<file path="src/sv/sle_pkg.sv">
// Shared types, sizes and codes for the static list engine.
// Used by the cell, the controller, the top level and the checker; depends on nothing.
`default_nettype none

package sle_pkg;

	// List size and element width.
	localparam int LIST_CAPACITY = 32;
	localparam int ELEM_W        = 32;
	localparam int IDX_W         = (LIST_CAPACITY > 1) ? $clog2(LIST_CAPACITY) : 1;
	localparam int CNT_W         = $clog2(LIST_CAPACITY + 1);

	// Field widths of the stream beats.
	localparam int ACT_W  = 4;
	localparam int POS_W  = 6;
	localparam int FIDX_W = 5;
	localparam int LEN_W  = 6;
	localparam int STAT_W = 2;

	// Width that holds both a position and a count for comparisons.
	localparam int CMP_W = (CNT_W > POS_W) ? CNT_W : POS_W;

	// Input tdata layout.
	localparam int IN_VALUE_LSB = 0;
	localparam int IN_POS_LSB   = IN_VALUE_LSB + ELEM_W;
	localparam int S_TDATA_W    = ((IN_POS_LSB + POS_W + 7) / 8) * 8;

	// Output tdata layout.
	localparam int OUT_REM_LSB   = 0;
	localparam int OUT_FOUND_LSB = OUT_REM_LSB + ELEM_W;
	localparam int OUT_FIDX_LSB  = OUT_FOUND_LSB + 1;
	localparam int OUT_MAX_LSB   = OUT_FIDX_LSB + FIDX_W;
	localparam int OUT_MIN_LSB   = OUT_MAX_LSB + ELEM_W;
	localparam int OUT_LEN_LSB   = OUT_MIN_LSB + ELEM_W;
	localparam int OUT_STAT_LSB  = OUT_LEN_LSB + LEN_W;
	localparam int OUT_USED_W    = OUT_STAT_LSB + STAT_W;
	localparam int M_TDATA_W     = ((OUT_USED_W + 7) / 8) * 8;

	typedef logic signed [ELEM_W-1:0] elem_t;

	typedef enum logic [ACT_W-1:0] {
		ACT_INS_FIRST = 4'd0,
		ACT_INS_AT    = 4'd1,
		ACT_INS_LAST  = 4'd2,
		ACT_DEL_FIRST = 4'd3,
		ACT_DEL_AT    = 4'd4,
		ACT_DEL_LAST  = 4'd5,
		ACT_FIND      = 4'd6,
		ACT_EXTREMES  = 4'd7,
		ACT_SORT_ASC  = 4'd8,
		ACT_SORT_DESC = 4'd9
	} action_t;

	typedef enum logic [STAT_W-1:0] {
		STATUS_OK    = 2'd0,
		STATUS_FULL  = 2'd1,
		STATUS_EMPTY = 2'd2,
		STATUS_POS   = 2'd3
	} status_t;

	// What every cell does in a cycle.
	typedef enum logic [2:0] {
		CM_HOLD,
		CM_INSERT,
		CM_DELETE,
		CM_ROTATE,
		CM_SORT
	} cell_mode_t;

	typedef struct packed {
		cell_mode_t       mode;
		logic [IDX_W-1:0] pos;
		elem_t            value;
		logic [CNT_W-1:0] count;
		logic             odd_phase;
		logic             ascending;
	} cell_ctrl_t;

	// Controller sequencing states.
	typedef enum logic [1:0] {
		FSM_IDLE,
		FSM_SCAN,
		FSM_SORT
	} state_t;

	typedef struct packed {
		elem_t             removed;
		logic              found;
		logic [FIDX_W-1:0] found_index;
		elem_t             max_value;
		elem_t             min_value;
		logic [LEN_W-1:0]  list_length;
		status_t           status;
	} res_t;

endpackage

`default_nettype wire

</file>
<file path="src/sv/sle_ctrl.sv">
// Controller of the list engine: decodes beats, sequences scans and sorts, holds the count
// and the output register. Depends on sle_pkg; drives the cell chain through cell_ctrl_t.
`default_nettype none

module sle_ctrl (
	input  wire logic                          clk,
	input  wire logic                          arst_n,
	input  wire logic                          s_tvalid,
	output logic                               s_tready,
	input  wire logic [sle_pkg::S_TDATA_W-1:0] s_tdata,
	input  wire logic [sle_pkg::ACT_W-1:0]     s_tuser,
	output logic                               m_tvalid,
	input  wire logic                          m_tready,
	output sle_pkg::res_t                      res,
	input  wire sle_pkg::elem_t                cells [sle_pkg::LIST_CAPACITY],
	output sle_pkg::cell_ctrl_t                cell_ctrl
);
	import sle_pkg::*;

	localparam logic [IDX_W-1:0] LAST_STEP = IDX_W'(LIST_CAPACITY - 1);
	localparam logic [CNT_W-1:0] FULL_CNT  = CNT_W'(LIST_CAPACITY);

	state_t           state_q, state_d;
	logic [IDX_W-1:0] step_q;
	logic [CNT_W-1:0] count_q, count_d;
	logic             is_find_q, asc_q;
	elem_t            search_q;
	logic             found_q, found_d;
	logic [IDX_W-1:0] fidx_q, fidx_d;
	elem_t            max_q, max_d, min_q, min_d;
	logic             m_tvalid_q;
	res_t             res_q, res_d;
	logic             load_res, go_scan, go_sort, last_step;

	action_t          action;
	elem_t            in_value;
	logic [POS_W-1:0] in_pos;
	logic             accept;
	logic [CMP_W-1:0] count_x, ins_pos, del_pos;
	logic             hit, step_valid;
	elem_t            head;

	assign action   = action_t'(s_tuser);
	assign in_value = s_tdata[IN_VALUE_LSB +: ELEM_W];
	assign in_pos   = s_tdata[IN_POS_LSB +: POS_W];

	assign s_tready = (state_q == FSM_IDLE) && (!m_tvalid_q || m_tready);
	assign accept   = s_tvalid && s_tready;
	assign m_tvalid = m_tvalid_q;
	assign res      = res_q;

	assign count_x   = CMP_W'(count_q);
	assign last_step = (step_q == LAST_STEP);

	// Positions for the edge variants of insert and delete.
	always_comb begin
		case (action)
			ACT_INS_FIRST: ins_pos = '0;
			ACT_INS_LAST:  ins_pos = count_x;
			default:       ins_pos = CMP_W'(in_pos);
		endcase
		case (action)
			ACT_DEL_FIRST: del_pos = '0;
			ACT_DEL_LAST:  del_pos = count_x - CMP_W'(1);
			default:       del_pos = CMP_W'(in_pos);
		endcase
	end

	// Scan accumulators: cell zero shows element step_q while the ring rotates.
	assign head       = cells[0];
	assign step_valid = (CNT_W'(step_q) < count_q);
	assign hit        = is_find_q && step_valid && !found_q && (head == search_q);

	always_comb begin
		found_d = found_q || hit;
		fidx_d  = hit ? step_q : fidx_q;
		max_d   = max_q;
		min_d   = min_q;
		if (step_q == '0) begin
			max_d = head;
			min_d = head;
		end else if (step_valid) begin
			if (head > max_q) begin
				max_d = head;
			end
			if (head < min_q) begin
				min_d = head;
			end
		end
	end

	// Next state.
	always_comb begin
		state_d = state_q;
		case (state_q)
			FSM_IDLE: begin
				if (go_scan) begin
					state_d = FSM_SCAN;
				end else if (go_sort) begin
					state_d = FSM_SORT;
				end
			end
			FSM_SCAN, FSM_SORT: begin
				if (last_step) begin
					state_d = FSM_IDLE;
				end
			end
			default: begin
				state_d = FSM_IDLE;
			end
		endcase
	end

	// Cell commands, results and count updates.
	always_comb begin
		cell_ctrl.mode      = CM_HOLD;
		cell_ctrl.pos       = ins_pos[IDX_W-1:0];
		cell_ctrl.value     = in_value;
		cell_ctrl.count     = count_q;
		cell_ctrl.odd_phase = step_q[0];
		cell_ctrl.ascending = asc_q;
		count_d  = count_q;
		load_res = 1'b0;
		go_scan  = 1'b0;
		go_sort  = 1'b0;
		res_d    = '0;
		res_d.status = STATUS_OK;
		case (state_q)
			FSM_IDLE: begin
				if (accept) begin
					case (action)
						ACT_INS_FIRST, ACT_INS_AT, ACT_INS_LAST: begin
							load_res = 1'b1;
							if (count_q >= FULL_CNT) begin
								res_d.status = STATUS_FULL;
							end else if (ins_pos > count_x) begin
								res_d.status = STATUS_POS;
							end else begin
								cell_ctrl.mode = CM_INSERT;
								count_d = count_q + CNT_W'(1);
							end
						end
						ACT_DEL_FIRST, ACT_DEL_AT, ACT_DEL_LAST: begin
							load_res = 1'b1;
							cell_ctrl.pos = del_pos[IDX_W-1:0];
							if (count_q == '0) begin
								res_d.status = STATUS_EMPTY;
							end else if (del_pos >= count_x) begin
								res_d.status = STATUS_POS;
							end else begin
								cell_ctrl.mode = CM_DELETE;
								res_d.removed = cells[del_pos[IDX_W-1:0]];
								count_d = count_q - CNT_W'(1);
							end
						end
						ACT_FIND: begin
							if (count_q == '0) begin
								load_res = 1'b1;
							end else begin
								go_scan = 1'b1;
							end
						end
						ACT_EXTREMES: begin
							if (count_q == '0) begin
								load_res = 1'b1;
								res_d.status = STATUS_EMPTY;
							end else begin
								go_scan = 1'b1;
							end
						end
						ACT_SORT_ASC, ACT_SORT_DESC: begin
							go_sort = 1'b1;
						end
						default: begin
							load_res = 1'b1;
						end
					endcase
				end
			end
			FSM_SCAN: begin
				cell_ctrl.mode = CM_ROTATE;
				if (last_step) begin
					load_res = 1'b1;
					if (is_find_q) begin
						res_d.found       = found_d;
						res_d.found_index = FIDX_W'(fidx_d);
					end else begin
						res_d.max_value = max_d;
						res_d.min_value = min_d;
					end
				end
			end
			FSM_SORT: begin
				cell_ctrl.mode = CM_SORT;
				load_res = last_step;
			end
			default: begin
				cell_ctrl.mode = CM_HOLD;
			end
		endcase
		res_d.list_length = LEN_W'(count_d);
	end

	// Control registers.
	always_ff @(posedge clk or negedge arst_n) begin
		if (!arst_n) begin
			state_q    <= FSM_IDLE;
			step_q     <= '0;
			count_q    <= '0;
			m_tvalid_q <= 1'b0;
		end else begin
			state_q <= state_d;
			count_q <= count_d;
			if (state_q == FSM_IDLE) begin
				step_q <= '0;
			end else begin
				step_q <= step_q + IDX_W'(1);
			end
			if (load_res) begin
				m_tvalid_q <= 1'b1;
			end else if (m_tready) begin
				m_tvalid_q <= 1'b0;
			end
		end
	end

	// Payload registers.
	always_ff @(posedge clk) begin
		if (accept) begin
			is_find_q <= (action == ACT_FIND);
			asc_q     <= (action == ACT_SORT_ASC);
			search_q  <= in_value;
		end
		if (state_q == FSM_IDLE) begin
			found_q <= 1'b0;
			fidx_q  <= '0;
		end else begin
			found_q <= found_d;
			fidx_q  <= fidx_d;
		end
		max_q <= max_d;
		min_q <= min_d;
		if (load_res) begin
			res_q <= res_d;
		end
	end

endmodule

`default_nettype wire

</file>
<file path="config.mk">
export PLATFORM = sky130hd
export DESIGN_NAME = sle_ctrl
export DESIGN_NICKNAME = d
export VERILOG_FILES = /design/src/sv/sle_pkg.sv /design/src/sv/sle_ctrl.sv
export SDC_FILE = /design/constraint.sdc
export NUM_CORES = 1
export LEC_CHECK = 0
export ABC_AREA = 1
export BUFFER_PORTS_ARGS = -buffer_cell sky130_fd_sc_hd__buf_2
export CAP_MARGIN = 30
export CORE_AREA = 3 3 480 482
export CTS_BUF_LIST = sky130_fd_sc_hd__clkbuf_16
export DETAILED_ROUTE_END_ITERATION = 16
export DIE_AREA = 0 0 483 485
export PLACE_DENSITY_LB_ADDON = 0.15
export SYNTH_ARGS = -nofsm -noshare
export SYNTH_HDL_FRONTEND = slang
export SYNTH_SLANG_ARGS = --single-unit
export TNS_END_PERCENT = 1
</file>
<file path="constraint.sdc">
create_clock -name clk -period 7.2 [get_ports clk]
set_input_delay 0.72 -clock clk [delete_from_list [all_inputs] [get_ports clk]]
set_output_delay 0.72 -clock clk [all_outputs]
set_load 0.02 [all_outputs]
</file>
==> impl_metrics.toml <==
[synth]
synth_area_leaders = "nand2_1 18%, edfxtp_1 18%, nand3_1 14%, inv_1 11%, dfxtp_1 6.0%"
synth_top_area_cell = "nand2_1"
synth.distinct_cells = 43
netlist_top_cells_count = "1159 x nand2_1, 666 x inv_1, 643 x nand3_1"
post_synth.cell_area_avg_um2 = 5.92
synth_xor_area_share_pct = 0.782
netlist_instances = 3972
syn_nets = 5133
yosysWarnings = 0
yosysMostFrequentCell = "nand2_1"
synth-edff-count = 144
ys.flop_type = "edfxtp_1"
ys_ff_latch = 228
synth-adder-area-share_pct = 4.73
synth_compound_area_share_pct = 10.9
synth_top_family_by_area = "simple AND/OR/NAND/NOR gates"
netlist_area_um2 = 23500
muxShareOfSynthArea_pct = 0
yosysSeqAreaShare_pct = 25.8
synth_top_area_share_pct = 18.5
synthArstFlopShare_pct = 6.14
yosys.area_share.simple_pct = 40.7

[layout]
layout-drive-gt1-share_pct = 27.1
stdcell_count = 8094
fin_nets = 6153
final_util_pct = 15.0
area_delta_synth_final_pct = 44.7

[global_route]
antenna_found_initial = 111
grt_overflow = 0
grt_pass1_vias = 30700
grtUsageTotal_pct = 16.4
grt_max_degree = 169
grt_pass1_wl_um = 267000

[setup_path]
cp-end-kind = "output port"
required_ps = 6480
critPathLaunchType = "primary input"
path_max_fanout = 66
critical_path_class = "primary input to output port"
rr_startpoint = "count_q[0]"
r2r-end = "res[107]"
ff2ff_setup_slack_ps = 2640
cp.arrival_ps = 4250
reg2reg_depth = 19

[clock_tree]
cts_resized = 0
cts_tree = "yes"
ctsHoldBuffers = 0
cts_buffers = 38
cts_buffer_depth = 3
root_buffer = "clkbuf_16"
cts_setup_buffers = 0
clock_latency_ps = 620
clkSinkCount = 228
clk_pin_slew_ps = 50
cts-htree-levels = 2

[sta]
tightest_slew_ps = 1060
fmax_ghz = 0.201
report.final.hold_viol_count = 0
finalSetupViolCount = 0
tns_ps = 0
period_share_pct = 69.0
fin_ws_ps = 2230
fin_crit_ps = 4970
skew_ps = 60.4
timing.slew.headroom_pct = 29.5
drv_slew = 0
rsz0062_at_grt = "false"

[placed_design]
hpwl_um = 166000
place_congestion = 0.881
place_ws_ps = 1670
io_buffers = 1229
place_inst = 7960

[route]
ant_nets = 0
drc = 0
wirelength_um = 201000
initialDrtViolationCount = 1722
post_drt_wl_per_cell_um = 24.8
viasPerCell = 3.75
via_count = 30300
drt_pass1_iterations = 5

[die]
die_area_um2 = 234000
pin_count = 1232
die_h_um = 485
core_um2 = 227000
placementRows = 175
start_util_pct = 10.4
die_x_um = 483

[pwr]
power-per-cell-area_nw_per_um2 = 234
peakVddDrop_mv = 0.177
p_leak_nw = 17.8

[run]
drv_cap = 0

[outcome]
outcome = "complete, no violations"

[worst_hold_path]
hold_path.class = "primary input to asynchronous set/reset pin"
[power breakdown]
part           leakage [nW]  internal [mW]  switching [mW]
Clock                 0.665           1.16           0.821
Sequential             2.16           1.82           0.215
Combinational          15.0           1.15            2.81
Total                  17.8           4.14            3.84
[final cells by class]
cell class / count / area, um2
Clock buffer: 38 / 951
Multi-Input combinational cell: 2777 / 13500
Inverter: 676 / 2560
Antenna cell: 63 / 158
Tap cell: 3009 / 3760
Sequential cell: 228 / 6080
Fill cell: 27100 / 193000
Timing Repair Buffer: 1271 / 6640
Clock inverter: 32 / 365
[state kept, by name (all words and copies together) (netlist names), 2 cells and up]
register and flops:
state_q 2, max_q 32, res 110, count_q 6, search_q 32, min_q 32
step_q 5, fidx_q 5
[how the worst max path moves through the flow]
stage                from  cells past startpoint  slack, ps       endpoint
6_report       s_tuser[3]                     17       2230  cell_ctrl[46]
5_1_grt        s_tuser[3]                     17       1860  cell_ctrl[46]
4_1_cts        s_tuser[3]                     17       2130  cell_ctrl[46]
3_5_place_dp   s_tuser[3]                     19       1670       res[107]
3_3_place_gp   s_tuser[3]                     19       1640       res[107]
2_1_floorplan  state_q[0]                      8       1150         res[0]
[stage by stage]
stage	cell area [um2]	total power, mW	hold WS [ps]
floorplan	23500	4.19	424
global placement	32500	6.15	512
detailed placement	32500	6.16	508
CTS	33900	8.24	49.3
global route	34000	8.63	66.2
finish	34000	7.98	88.9
[worst max-delay path, stage by stage]
cell     delay (ps)
buf_2           130
inv_1            60
nand2_1          90
nor2_4          240
a21oi_2          70
nand2_4         410
nand2_8         420
inv_8           450
ha_1            240
nor2_1           50
o21ai_0         160
o211a_1         180
nand2_1         130
nor2_1          300
nand2_1         120
o22ai_1         130
buf_2           210
[kinds of logic after synthesis]
group / after synthesis
AOI/OAI and AO/OA: 462
xor gates and xnor gates: 21
adders and majority gates: 89
buffers and inverters: 967
DFF: 228
and+or+nand+nor: 2205
[routing by layer]
layer,up-vias,global-route usage [%],wire (um)
met5,-,0,332
met4,48,5.13,5620
met3,240,3.60,11800
met2,1116,28.8,98900
met1,14200,19.9,84300
li1,14800,-,-
[cell usage in the layout (no fill, tap or decap), drive strengths merged, types with 69 or more instances in the layout]
cell type  synthesis  final
nand3b           103    103
nand2           1163   1163
ha                89     89
nand3            643    643
dfxtp             70     70
a21oi            140    140
nor2             256    256
edfxtp           144    144
inv              674    687
o21ai            222    222
buf              201   1271
o211ai            69     69
Power figures use the tool's default switching activity.
