### src/sv/sle_pkg.sv
// Shared types, sizes and codes for the static list engine.
// Used by the cell, the controller, the top level and the checker; depends on nothing.
`default_nettype none

package sle_pkg;

	// List size and element width.
	localparam int LIST_CAPACITY = 32;
	localparam int ELEM_W        = 32;
	localparam int IDX_W         = (LIST_CAPACITY > 1) ? $clog2(LIST_CAPACITY) : 1;
	localparam int CNT_W         = $clog2(LIST_CAPACITY + 1);

	// Field widths of the stream beats.
	localparam int ACT_W  = 4;
	localparam int POS_W  = 6;
	localparam int FIDX_W = 5;
	localparam int LEN_W  = 6;
	localparam int STAT_W = 2;

	// Width that holds both a position and a count for comparisons.
	localparam int CMP_W = (CNT_W > POS_W) ? CNT_W : POS_W;

	// Input tdata layout.
	localparam int IN_VALUE_LSB = 0;
	localparam int IN_POS_LSB   = IN_VALUE_LSB + ELEM_W;
	localparam int S_TDATA_W    = ((IN_POS_LSB + POS_W + 7) / 8) * 8;

	// Output tdata layout.
	localparam int OUT_REM_LSB   = 0;
	localparam int OUT_FOUND_LSB = OUT_REM_LSB + ELEM_W;
	localparam int OUT_FIDX_LSB  = OUT_FOUND_LSB + 1;
	localparam int OUT_MAX_LSB   = OUT_FIDX_LSB + FIDX_W;
	localparam int OUT_MIN_LSB   = OUT_MAX_LSB + ELEM_W;
	localparam int OUT_LEN_LSB   = OUT_MIN_LSB + ELEM_W;
	localparam int OUT_STAT_LSB  = OUT_LEN_LSB + LEN_W;
	localparam int OUT_USED_W    = OUT_STAT_LSB + STAT_W;
	localparam int M_TDATA_W     = ((OUT_USED_W + 7) / 8) * 8;

	typedef logic signed [ELEM_W-1:0] elem_t;

	typedef enum logic [ACT_W-1:0] {
		ACT_INS_FIRST = 4'd0,
		ACT_INS_AT    = 4'd1,
		ACT_INS_LAST  = 4'd2,
		ACT_DEL_FIRST = 4'd3,
		ACT_DEL_AT    = 4'd4,
		ACT_DEL_LAST  = 4'd5,
		ACT_FIND      = 4'd6,
		ACT_EXTREMES  = 4'd7,
		ACT_SORT_ASC  = 4'd8,
		ACT_SORT_DESC = 4'd9
	} action_t;

	typedef enum logic [STAT_W-1:0] {
		STATUS_OK    = 2'd0,
		STATUS_FULL  = 2'd1,
		STATUS_EMPTY = 2'd2,
		STATUS_POS   = 2'd3
	} status_t;

	// What every cell does in a cycle.
	typedef enum logic [2:0] {
		CM_HOLD,
		CM_INSERT,
		CM_DELETE,
		CM_ROTATE,
		CM_SORT
	} cell_mode_t;

	typedef struct packed {
		cell_mode_t       mode;
		logic [IDX_W-1:0] pos;
		elem_t            value;
		logic [CNT_W-1:0] count;
		logic             odd_phase;
		logic             ascending;
	} cell_ctrl_t;

	// Controller sequencing states.
	typedef enum logic [1:0] {
		FSM_IDLE,
		FSM_SCAN,
		FSM_SORT
	} state_t;

	typedef struct packed {
		elem_t             removed;
		logic              found;
		logic [FIDX_W-1:0] found_index;
		elem_t             max_value;
		elem_t             min_value;
		logic [LEN_W-1:0]  list_length;
		status_t           status;
	} res_t;

endpackage

`default_nettype wire

### src/sv/sle_cell.sv
// One storage cell of the list chain: holds one element and trades it with its neighbors.
// Depends on sle_pkg for the element type and the broadcast control struct.
`default_nettype none

module sle_cell (
	input  wire logic                      clk,
	input  wire sle_pkg::cell_ctrl_t       ctrl,
	input  wire logic [sle_pkg::IDX_W-1:0] idx,
	input  wire sle_pkg::elem_t            left,
	input  wire sle_pkg::elem_t            right,
	input  wire logic                      left_bad,
	output sle_pkg::elem_t                 value,
	output logic                           bad
);
	import sle_pkg::*;

	elem_t            value_q;
	elem_t            value_d;
	logic [CNT_W-1:0] idx_c;
	logic             lower;
	logic             act_lower;
	logic             act_upper;

	assign idx_c = CNT_W'(idx);
	assign value = value_q;

	// Out of order with the right neighbor for the chosen sort direction.
	assign bad = ctrl.ascending ? (value_q > right) : (value_q < right);

	// In this phase the cell is either the lower or the upper half of a pair.
	assign lower     = (idx[0] == ctrl.odd_phase);
	assign act_lower = lower && ((idx_c + CNT_W'(1)) < ctrl.count);
	assign act_upper = !lower && (idx != '0) && (idx_c < ctrl.count);

	// Next element of this cell.
	always_comb begin
		value_d = value_q;
		case (ctrl.mode)
			CM_INSERT: begin
				if (idx == ctrl.pos) begin
					value_d = ctrl.value;
				end else if (idx > ctrl.pos) begin
					value_d = left;
				end
			end
			CM_DELETE: begin
				if (idx >= ctrl.pos) begin
					value_d = right;
				end
			end
			CM_ROTATE: begin
				value_d = right;
			end
			CM_SORT: begin
				if (act_lower && bad) begin
					value_d = right;
				end else if (act_upper && left_bad) begin
					value_d = left;
				end
			end
			default: begin
				value_d = value_q;
			end
		endcase
	end

	always_ff @(posedge clk) begin
		value_q <= value_d;
	end

endmodule

`default_nettype wire

### config.mk
export PLATFORM = sky130hd
export DESIGN_NAME = sle_cell
export DESIGN_NICKNAME = d
export VERILOG_FILES = /design/src/sv/sle_pkg.sv /design/src/sv/sle_cell.sv
export SDC_FILE = /design/constraint.sdc
export NUM_CORES = 1
export LEC_CHECK = 0
export BUFFER_PORTS_ARGS = -buffer_cell sky130_fd_sc_hd__buf_2
export CAP_MARGIN = 20
export CORE_MARGIN = 4
export CORE_UTILIZATION = 54
export DETAILED_ROUTE_END_ITERATION = 8
export GPL_TIMING_DRIVEN = 0
export HOLD_SLACK_MARGIN = 0.15
export MAX_ROUTING_LAYER = met4
export PLACE_DENSITY_LB_ADDON = 0.3
export REMOVE_ABC_BUFFERS = 1
export SLEW_MARGIN = 20
export SYNTH_ARGS = -nofsm -noshare
export SYNTH_HDL_FRONTEND = slang
export SYNTH_SLANG_ARGS = --single-unit
### constraint.sdc
create_clock -name clk -period 6.95 [get_ports clk]
set_clock_uncertainty 0.15 [all_clocks]
set_input_delay 0.3475 -clock clk [delete_from_list [all_inputs] [get_ports clk]]
set_output_delay 0.3475 -clock clk [all_outputs]
set_load 0.005 [all_outputs]
==> results of run 1 <==
[per-layer routing]
| layer | global-route usage | share of wire | vias to the layer above | wire length (um) |
|---|---|---|---|---|
| met5 | - | 0 | - | 0 |
| met4 | 0.0730 | 0.018 | 0 | 216 |
| met3 | 0.0569 | 0.10 | 24 | 1230 |
| met2 | 0.486 | 0.48 | 239 | 5790 |
| met1 | 0.359 | 0.40 | 2017 | 4810 |
| li1 | - | - | 2169 | - |
[worst reg2reg max path: cells and delay by family (launching register included)]
kind | cells | cell delay (ns)
DFF | 1 | 0.39
AOI/OAI and AO/OA | 4 | 1.24
buffers and inverters | 2 | 0.46
and+or+nand+nor | 4 | 0.89
adders and majority gates | 1 | 0.40
[metrics by stage]
stage | worst slack, ns | setup TNS [ns] | area [um^2] | cells
after floorplan | 1.14 | 0 | 3680 | 476
after global placement | -1.20 | -54.51 | 4550 | 723
after detailed placement | 3.08 | 0 | 4790 | 737
after CTS | 3.07 | 0 | 4900 | 745
after global routing | 2.84 | 0 | 4900 | 745
final | 3.10 | 0 | 4900 | 745
[power breakdown]
group          internal (uW)  total (uW)  switching (uW)
registers                238         248            9.72
clock network            106         188            82.1
logic                    123         292             169
total                    468         729             261
[cells by family (layout without fill, tap and decap cells)]
| family | count (synthesis) | after routing | share of synthesized area |
|---|---|---|---|
| buffers and inverters | 89 | 219 | 0.0926 |
| flip-flops | 32 | 32 | 0.249 |
| AO/OA/AOI/OAI | 142 | 142 | 0.233 |
| XOR/XNOR | 4 | 4 | 0.00907 |
| AND/OR/NAND/NOR | 203 | 203 | 0.259 |
| adder cells (fa/ha/maj) | 49 | 49 | 0.158 |
[final cells by class]
cell class / instances / area share
flip-flops and latches: 32 / 0.196
multi-input cells: 398 / 0.527
clock inverters: 3 / 0.00868
well taps: 96 / 0.0245
clock buffers: 5 / 0.0140
inverters: 46 / 0.0352
repair buffers: 165 / 0.195
[cells in the final DEF (no fill, tap or decap), types with 2 or more instances in the layout]
| cell type | n |
|---|---|
| a211oi_1 | 2 |
| buf_16 | 4 |
| nand4_1 | 5 |
| o21bai_1 | 2 |
| buf_2 | 151 |
| o311ai_0 | 32 |
| nand3_1 | 38 |
| o21a_1 | 2 |
| buf_6 | 2 |
| o21ai_0 | 6 |
| clkbuf_8 | 5 |
| inv_1 | 46 |
| nor4_2 | 2 |
| nand2b_1 | 3 |
| o31ai_1 | 2 |
| xor2_1 | 2 |
| nor2_1 | 5 |
| ha_1 | 48 |
| nand2_1 | 105 |
| or4_1 | 32 |
| a31oi_1 | 2 |
| nor2b_1 | 2 |
| o21ai_1 | 3 |
| a21o_1 | 6 |
| xnor2_1 | 2 |
| a21oi_1 | 76 |
| buf_4 | 7 |
| edfxtp_1 | 32 |
[path summary, 6_finish.rpt]
kind,endpoint,cells past startpoint,slack (ns),start
max,bad,10,3.10,value[5]
min,value[9],3,0.23,right[9]
max reg2reg,value[17],11,3.17,value[31]
min reg2reg,value[9],4,1.17,value[31]
==> run summary, run 1 <==
CP bufs+invs - 2
DRT iter0 DRCs - 298
largest net degree at the start of global routing - 38
Clock Root Buffer - clkbuf_8
CTS tree - yes
row count - 30
Seq/Total Area, Yosys - 0.249
Area Overhead vs Synth - 26.9%
Post-CTS Resized - 0
Synth top area share - 0.249
CTS buffer count - 5
cells after synthesis - 519
maximum VDD drop - 0.0678 mV
storage element area - 961 um^2
Tcrit/Tclk final - 0.553
Final Setup Violations - 0
Hold WS - 0.232 ns
CTS max path bufs - 2
Worst Path Required - 6.45 ns
CP arrival - 3.35 ns
post-CTS setup buffer count - 0
TritonRoute pass-1 iters - 5
Hold WC Path Type - in -> reg
H-tree levels - 2
number of global-route vias before repair - 4397
synth cell count leaders - nand2_1 (105), a21oi_1 (77), ha_1 (48)
Skew-Pair Late Insertion Delay - 0.30 ns
clock sinks - 32
multi-input logic area - 2580 um^2
DRC Markers - 0
maxcap violations - 0
cell family with most CP delay - compound AO/OA/AOI/OAI gates
initial antenna violation count - 0
IO buf count - 151
Reg clk slew, reported paths - 0.07 ns
Slew HR - 0.475
ranking of synthesized cells by area - edfxtp_1 (25%), ha_1 (16%), nand2_1 (10%), a21oi_1 (10%), o311ai_0 (7.3%)
Routed Antenna Nets - 0
Syn. warnings - 0
Routed WL - 12000 um
Antenna Cells - 0
pwr dens - 149 nW/um^2
Slew @ Worst Pin - 0.784 ns
Detailed Place HPWL - 8940 um
Nets - 815
max reg flops - 32
core footprint - 6870 um^2
final hold vios - 0
Syn Area/Cell - 7.44 um^2
first-pass GRT wire length - 20100 um
post-layout minimum cycle time - 3.85 ns
Die ar. - 8570 um^2
CP Cell Sequence - ha_1 -> a21oi_1 -> o21ai_1 -> a221o_1 -> o31ai_1 -> a31oi_1 -> nor3b_2 -> buf_4 -> nor2_1 -> buf_2
ys flop type - edfxtp_1
gr ovfl total - 0
Initial Util - 0.562
WL/cell - 16.2 um
Leakage Power - 0.00230 uW
Post-synth EDFFs - 32
Worst setup SP type - register
outcome - finished, final reports clean
synth unique cells - 42
proportion of layout cells with a drive suffix above 1 - 0.287
FF+latch count, synth - 32
GRT Util Overall - 0.290
overall power - 729 uW
Top-Level Pins - 152
final-layout fill cell count - 583
Max Fclk - 0.260 GHz
die width - 92.6 um
final core occ - 0.714
slowest library cell on the worst path - nor3b_2
Slew Limit Fails - 0
Max stage delay on crit path - 0.68 ns
RSZ-0062 raised after global routing - false
via count - 4449
Async SR Flop Fraction - 0
Yosys top cell by area - edfxtp_1
count leader, synth - nand2_1
GPL Wtd Cong - 0.834
Setup crit end kind - output pin
post-synthesis cell area - 3860 um^2
Die Ht - 92.6 um
Hold Buf Count CTS - 0
vias per inst - 5.97
Crit Path Class - reg -> out
worst-path fanout max - 17
(Power assumes the default switching activity.)
==> run 2, diff against run 1 <==
--- a/config.mk
+++ b/config.mk
@@ -8,7 +8,7 @@
 export BUFFER_PORTS_ARGS = -buffer_cell sky130_fd_sc_hd__buf_2
 export CAP_MARGIN = 20
 export CORE_MARGIN = 4
-export CORE_UTILIZATION = 54
+export CORE_UTILIZATION = 50
 export DETAILED_ROUTE_END_ITERATION = 8
 export GPL_TIMING_DRIVEN = 0
 export HOLD_SLACK_MARGIN = 0.15
==> constraint.sdc (replaced) <==
create_clock -name clk -period 3.8 [get_ports clk]
set_clock_uncertainty 0.15 [all_clocks]
set_input_delay 0.19 -clock clk [delete_from_list [all_inputs] [get_ports clk]]
set_output_delay 0.19 -clock clk [all_outputs]
set_load 0.005 [all_outputs]
==> run summary, run 2 (same netlist as run 1, synthesis figures left out) <==
outcome - finished, final reports clean
proportion of layout cells with a drive suffix above 1 - 0.272 (-0.0149)
final hold vios - 0 (unchanged)
pwr dens - 239 nW/um^2 (+61%)
Critical path destination - value[6]
Antenna Cells - 0 (unchanged)
Die ar. - 9200 um^2 (+7.3%)
initial antenna violation count - 0 (unchanged)
Initial Util - 0.524 (-0.0382)
Clock Root Buffer - clkbuf_8
maximum VDD drop - 0.138 mV (+100%)
Nets - 880 (+8.0%)
Detailed Place HPWL - 8980 um (+0.49%)
commonest non-fill, non-tap cell in the layout - buf_2
Max stage delay on crit path - 0.54 ns (-0.14 ns)
worst reg2reg path depth - 11 (unchanged)
setup TNS - 0 ns (unchanged)
CP bufs+invs - 5 (+3)
largest net degree at the start of global routing - 47 (+24%)
Levels on crit path - 14 (+4)
r2r setup slk - 0.15 ns (-3.02 ns)
cell mode on critical path - dlygate4sd3_1
Worst Path Required - 3.81 ns (-2.64 ns)
first-pass GRT wire length - 20600 um (+2.8%)
post-placement cell count - 740 (+0.41%)
H-tree levels - 2 (unchanged)
slowest library cell on the worst path - dlygate4sd3_1
via count - 4832 (+8.6%)
post-layout minimum cycle time - 3.70 ns
vias per inst - 5.94 (-0.48%)
RSZ-0062 raised after global routing - true
Top-Level Pins - 152 (unchanged)
most frequent cells in the layout - buf_2 (151), nand2_1 (105), a21oi_1 (76), dlygate4sd3_1 (57), ha_1 (48)
DRT iter0 DRCs - 387 (+30%)
worst-path fanout max - 33 (+16)
Die Ht - 95.9 um (+3.6%)
cell family with most CP delay - buffers and inverters
gr ovfl total - 0 (unchanged)
Area Overhead vs Synth - 44.1%
GRT Util Overall - 0.290 (about the same)
FF-to-FF Start - value[21]
IO buf count - 151 (unchanged)
TritonRoute pass-1 iters - 5 (unchanged)
Routed Antenna Nets - 0 (unchanged)
number of global-route vias before repair - 4449 (+1.2%)
r2r endpoint - value[6]
DRC Markers - 0 (unchanged)
Slew Limit Fails - 0 (unchanged)
Hold WS - 0.152 ns (-0.0803 ns)
Hold WC Path Type - in -> reg
Crit Path Class - in -> reg
CP Cell Sequence - dlygate4sd3_1 -> buf_2 -> inv_1 -> ha_1 -> nand4_1 -> nor2_1 -> a221o_1 -> o31a_1 -> o21ai_2 -> a21oi_4 -> buf_16 -> or4_1 -> nand3_1 -> dlygate4sd3_1
Slew @ Worst Pin - 0.764 ns (-0.0206 ns)
Leakage Power - 0.00260 uW (+13%)
Skew-Pair Late Insertion Delay - 0.29 ns (about the same)
Tcrit/Tclk final - 0.974
worst setup path startpoint - right[12]
WL/cell - 16.7 um (+3.4%)
CTS max path bufs - 2 (unchanged)
row count - 31 (+3.3%)
Max Fclk - 0.270 GHz
Routed WL - 13600 um (+13%)
Final Setup Violations - 0 (unchanged)
max reg flops - 32 (unchanged)
die width - 95.9 um (+3.6%)
core footprint - 7370 um^2 (+7.3%)
CTS tree - yes
fin area - 5570 um^2 (+14%)
CTS buffer count - 5 (unchanged)
clock sinks - 32 (unchanged)
Cell Area, Placed - 4810 um^2 (+0.42%)
CP arrival - 3.71 ns (+0.36 ns)
Worst setup SP type - input port
Setup crit end kind - register
Reg clk slew, reported paths - 0.07 ns (about the same)
Slew HR - 0.491 (+0.0160)
Final Non-Filler Cells - 813 (+9.1%)
maxcap violations - 0 (unchanged)
GPL Wtd Cong - 0.822 (-1.4%)
final-layout fill cell count - 558 (-4.3%)
[run 2: layer usage]
metal / routed length (um) / share of wire / global-route usage
met5: 0 / 0 / -
met4: 301 / 0.022 / 0.0829
met3: 1350 / 0.099 / 0.0367
met2: 6560 / 0.48 / 0.490
met1: 5370 / 0.40 / 0.364
[run 2: worst min path at each step]
| stage | startpoint | endpoint | depth (start not counted) |
|---|---|---|---|
| 4_1_cts | left[17] | value[17] | 3 |
| 6_report | left[7] | value[7] | 3 |
| 5_1_grt | left[7] | value[7] | 3 |
| 3_3_place_gp | right[23] | value[23] | 3 |
| 2_1_floorplan | right[0] | value[0] | 2 |
| 3_5_place_dp | right[21] | value[21] | 3 |
[run 2: cell type report]
cell class | count | area, um^2 | share of cell area
Multi-Input combinational cell | 399 | 2640 | 0.473
Timing Repair Buffer | 229 | 1600 | 0.286
Sequential cell | 32 | 961 | 0.173
Inverter | 46 | 173 | 0.0310
Tap cell | 99 | 124 | 0.0222
Clock buffer | 7 | 76.3 | 0.0137
Clock inverter | 1 | 3.75 | 0.000674
[run 2: stage by stage]
| stage | utilization | power (uW) | setup slack, ns |
|---|---|---|---|
| after floorplan | - | 729 | -2.01 |
| after global placement | 0.619 | 918 | -4.33 |
| after detailed placement | 0.653 | 987 | -0.228 |
| after CTS | 0.742 | 1300 | 0.0154 |
| after global routing | 0.756 | 1420 | -0.0358 |
| final | 0.756 | 1330 | 0.0986 |
[run 2: repair_timing]
item / CTS / global route
cloned: 1 / 0
hold endpoints to repair: 32 / 2
hold buffers: 55 / 2
pin swaps: 1 / 5
endpoints found under the setup margin: 32 / 43
setup buffers: 1 / 6
resized for setup: 1 / 8
[run 2: worst register-to-register path: cells and delay by family, from the launching register on]
| family | cells | cell delay [ns] |
|---|---|---|
| AOI/OAI and AO/OA | 6 | 1.30 |
| buffers and inverters | 2 | 0.72 |
| and+or+nand+nor | 2 | 0.63 |
| DFF | 1 | 0.40 |
| adders and majority gates | 1 | 0.33 |
[run 2: where the power goes]
part | internal [uW] | leakage, uW | switching, uW | total (uW)
Combinational | 280 | 0.00225 | 335 | 615
Clock | 128 | 0.0000399 | 131 | 258
Sequential | 436 | 0.000303 | 19.6 | 456
==> run 3, diff against run 2 <==
--- a/config.mk
+++ b/config.mk
@@ -8,7 +8,8 @@
 export BUFFER_PORTS_ARGS = -buffer_cell sky130_fd_sc_hd__buf_2
 export CAP_MARGIN = 20
 export CORE_MARGIN = 4
-export CORE_UTILIZATION = 50
+export CORE_UTILIZATION = 51
+export CTS_BUF_LIST = sky130_fd_sc_hd__clkbuf_4
 export DETAILED_ROUTE_END_ITERATION = 8
 export GPL_TIMING_DRIVEN = 0
 export HOLD_SLACK_MARGIN = 0.15
==> constraint.sdc (replaced) <==
create_clock -name clk -period 3.8 [get_ports clk]
set_clock_uncertainty 0.15 [all_clocks]
set_input_delay 0.19 -clock clk [delete_from_list [all_inputs] [get_ports clk]]
set_output_delay 0.19 -clock clk [all_outputs]
set_load 0.02 [all_outputs]
==> run summary, run 3 (same netlist as run 1, synthesis figures left out) <==
Die Ht - 95.0 um (-0.90%)
TritonRoute pass-1 iters - 5 (unchanged)
multi-input logic area - 2630 um^2 (about the same)
cell family with most CP delay - buffers and inverters
Levels on crit path - 14 (unchanged)
IO buf count - 151 (unchanged)
Initial Util - 0.530 (+0.00558)
via count - 4979 (+3.0%)
final hold vios - 0 (unchanged)
Detailed Place HPWL - 8830 um (-1.8%)
gr ovfl total - 0 (unchanged)
final-layout fill cell count - 544 (-2.5%)
post-layout minimum cycle time - 3.78 ns (+0.0821 ns)
Slew HR - 0.479 (-0.0117)
first-pass GRT wire length - 21700 um (+5.5%)
Crit Path Class - in -> reg
CTS tree - yes
storage element area - 961 um^2 (unchanged)
cell mode on critical path - dlygate4sd3_1
initial antenna violation count - 0 (unchanged)
GPL Wtd Cong - 0.786 (-4.4%)
Routed Antenna Nets - 0 (unchanged)
Final Setup Violations - 0 (unchanged)
Hold WC Path Type - in -> reg
clock sinks - 32 (unchanged)
core footprint - 7290 um^2 (-1.1%)
slowest library cell on the worst path - dlygate4sd3_1
die width - 95.0 um (-0.90%)
Die ar. - 9030 um^2 (-1.8%)
Final Non-Filler Cells - 829 (+2.0%)
Max stage delay on crit path - 0.56 ns (+0.02 ns)
worst setup path startpoint - right[5]
Worst Path Required - 3.86 ns (+0.05 ns)
Tcrit/Tclk final - 0.996 (+0.0216)
CTS max path bufs - 2 (unchanged)
row count - 31 (unchanged)
FF-to-FF Start - value[7]
Clock Root Buffer - clkbuf_4
number of global-route vias before repair - 4879 (+9.7%)
Worst setup SP type - input port
Critical path destination - value[13]
CP bufs+invs - 5 (unchanged)
DRC Markers - 0 (unchanged)
worst-path fanout max - 14 (-58%)
CP arrival - 3.85 ns (+0.14 ns)
r2r setup slk - 0.06 ns (-0.09 ns)
Max Fclk - 0.264 GHz (-2.2%)
outcome - finished, final reports clean
Antenna Cells - 0 (unchanged)
GRT Util Overall - 0.309 (+0.0193)
largest net degree at the start of global routing - 41 (-13%)
WL/cell - 17.2 um (+2.8%)
Slew @ Worst Pin - 0.777 ns (+0.0133 ns)
vias per inst - 6.01 (+1.1%)
r2r endpoint - value[13]
commonest non-fill, non-tap cell in the layout - buf_2
Top-Level Pins - 152 (unchanged)
maximum VDD drop - 0.153 mV (+11%)
Reg clk slew, reported paths - 0.11 ns (+0.04 ns)
Area Overhead vs Synth - 47.5%
worst reg2reg path depth - 11 (unchanged)
maxcap violations - 0 (unchanged)
Setup crit end kind - register
CP Cell Sequence - dlygate4sd3_1 -> buf_2 -> inv_1 -> ha_1 -> a21oi_1 -> o21ai_1 -> a221o_1 -> o31a_1 -> nor4_2 -> nor3b_2 -> buf_6 -> or4_1 -> nand3_1 -> dlygate4sd3_1
H-tree levels - 2 (unchanged)
DRT iter0 DRCs - 316 (-18%)
CTS buffer count - 5 (unchanged)
most frequent cells in the layout - buf_2 (151), nand2_1 (105), dlygate4sd3_1 (78), a21oi_1 (76), ha_1 (47)
max reg flops - 32 (unchanged)
pwr dens - 234 nW/um^2 (-2.0%)
proportion of layout cells with a drive suffix above 1 - 0.266 (-0.00596)
Skew-Pair Late Insertion Delay - 0.34 ns (+0.05 ns)
Routed WL - 14200 um (+4.9%)
final core occ - 0.782 (+0.0261)
post-placement cell count - 739 (-0.14%)
Nets - 897 (+1.9%)
Slew Limit Fails - 0 (unchanged)
Leakage Power - 0.00263 uW (+1.4%)
run 3: repair_timing:
action / 4_1_cts / 5_1_grt
gates resized for setup: 0 / 10
endpoints found under the setup margin: 2 / 34
setup buffers: 0 / 4
pin swaps: 1 / 3
hold buffers: 78 / 0
endpoints found under the hold margin: 32 / 0
cloned: 0 / 1
run 3: stage by stage:
step | TNS (ns) | area (um^2) | hold slack [ns] | total power [uW] | setup WS [ns]
after detailed placement | 0 | 4780 | 0.378 | 1020 | 0.00722
final | 0 | 5700 | 0.165 | 1330 | 0.0165
after global routing | -0.0635 | 5700 | 0.162 | 1420 | -0.0635
after global placement | -244.75 | 4560 | 0.370 | 952 | -4.12
after CTS | 0 | 5620 | 0.150 | 1290 | 0.00416
after floorplan | -121.55 | 3680 | 0.254 | 767 | -2.12
run 3: where the power goes:
group / switching (uW) / internal (uW)
sequential: 20.1 / 436
clock: 125 / 75.3
combinational: 379 / 298
total: 524 / 810
run 3: worst reg2reg max path, cell delays in order, from the launching register on:
cell	delay (ns)
edfxtp_1	0.40
ha_1	0.33
a21oi_1	0.19
o21ai_1	0.10
a221o_1	0.36
o31a_1	0.35
nor4_2	0.27
nor3b_2	0.10
buf_6	0.17
or4_1	0.52
nand3_1	0.12
dlygate4sd3_1	0.57
run 3: area by class of cell:
class,count,area share
clock inverter,1,0.000878
tap,99,0.0217
timing repair buffer,246,0.309
sequential,32,0.169
multi-input combinational,399,0.462
inverter,46,0.0303
clock buffer,6,0.00790
run 3: worst min-delay path by stage:
stage                     startpoint   endpoint  slack, ns  depth (start not counted)
after CTS                   ctrl[15]   value[7]       0.15                          5
after detailed placement    right[1]   value[1]       0.38                          3
after global routing        ctrl[39]  value[31]       0.16                          5
final                      right[11]  value[11]       0.16                          4
after global placement     right[22]  value[22]       0.37                          3
after floorplan             right[0]   value[0]       0.25                          2
run 3: layer usage:
metal  vias up  global-route usage  routed length [um]
met3        65              0.0584                1410
met5         -                   -                   0
met4         0               0.124                 527
met1      2231               0.354                5210
li1       2336                   -                   -
met2       347               0.533                7090
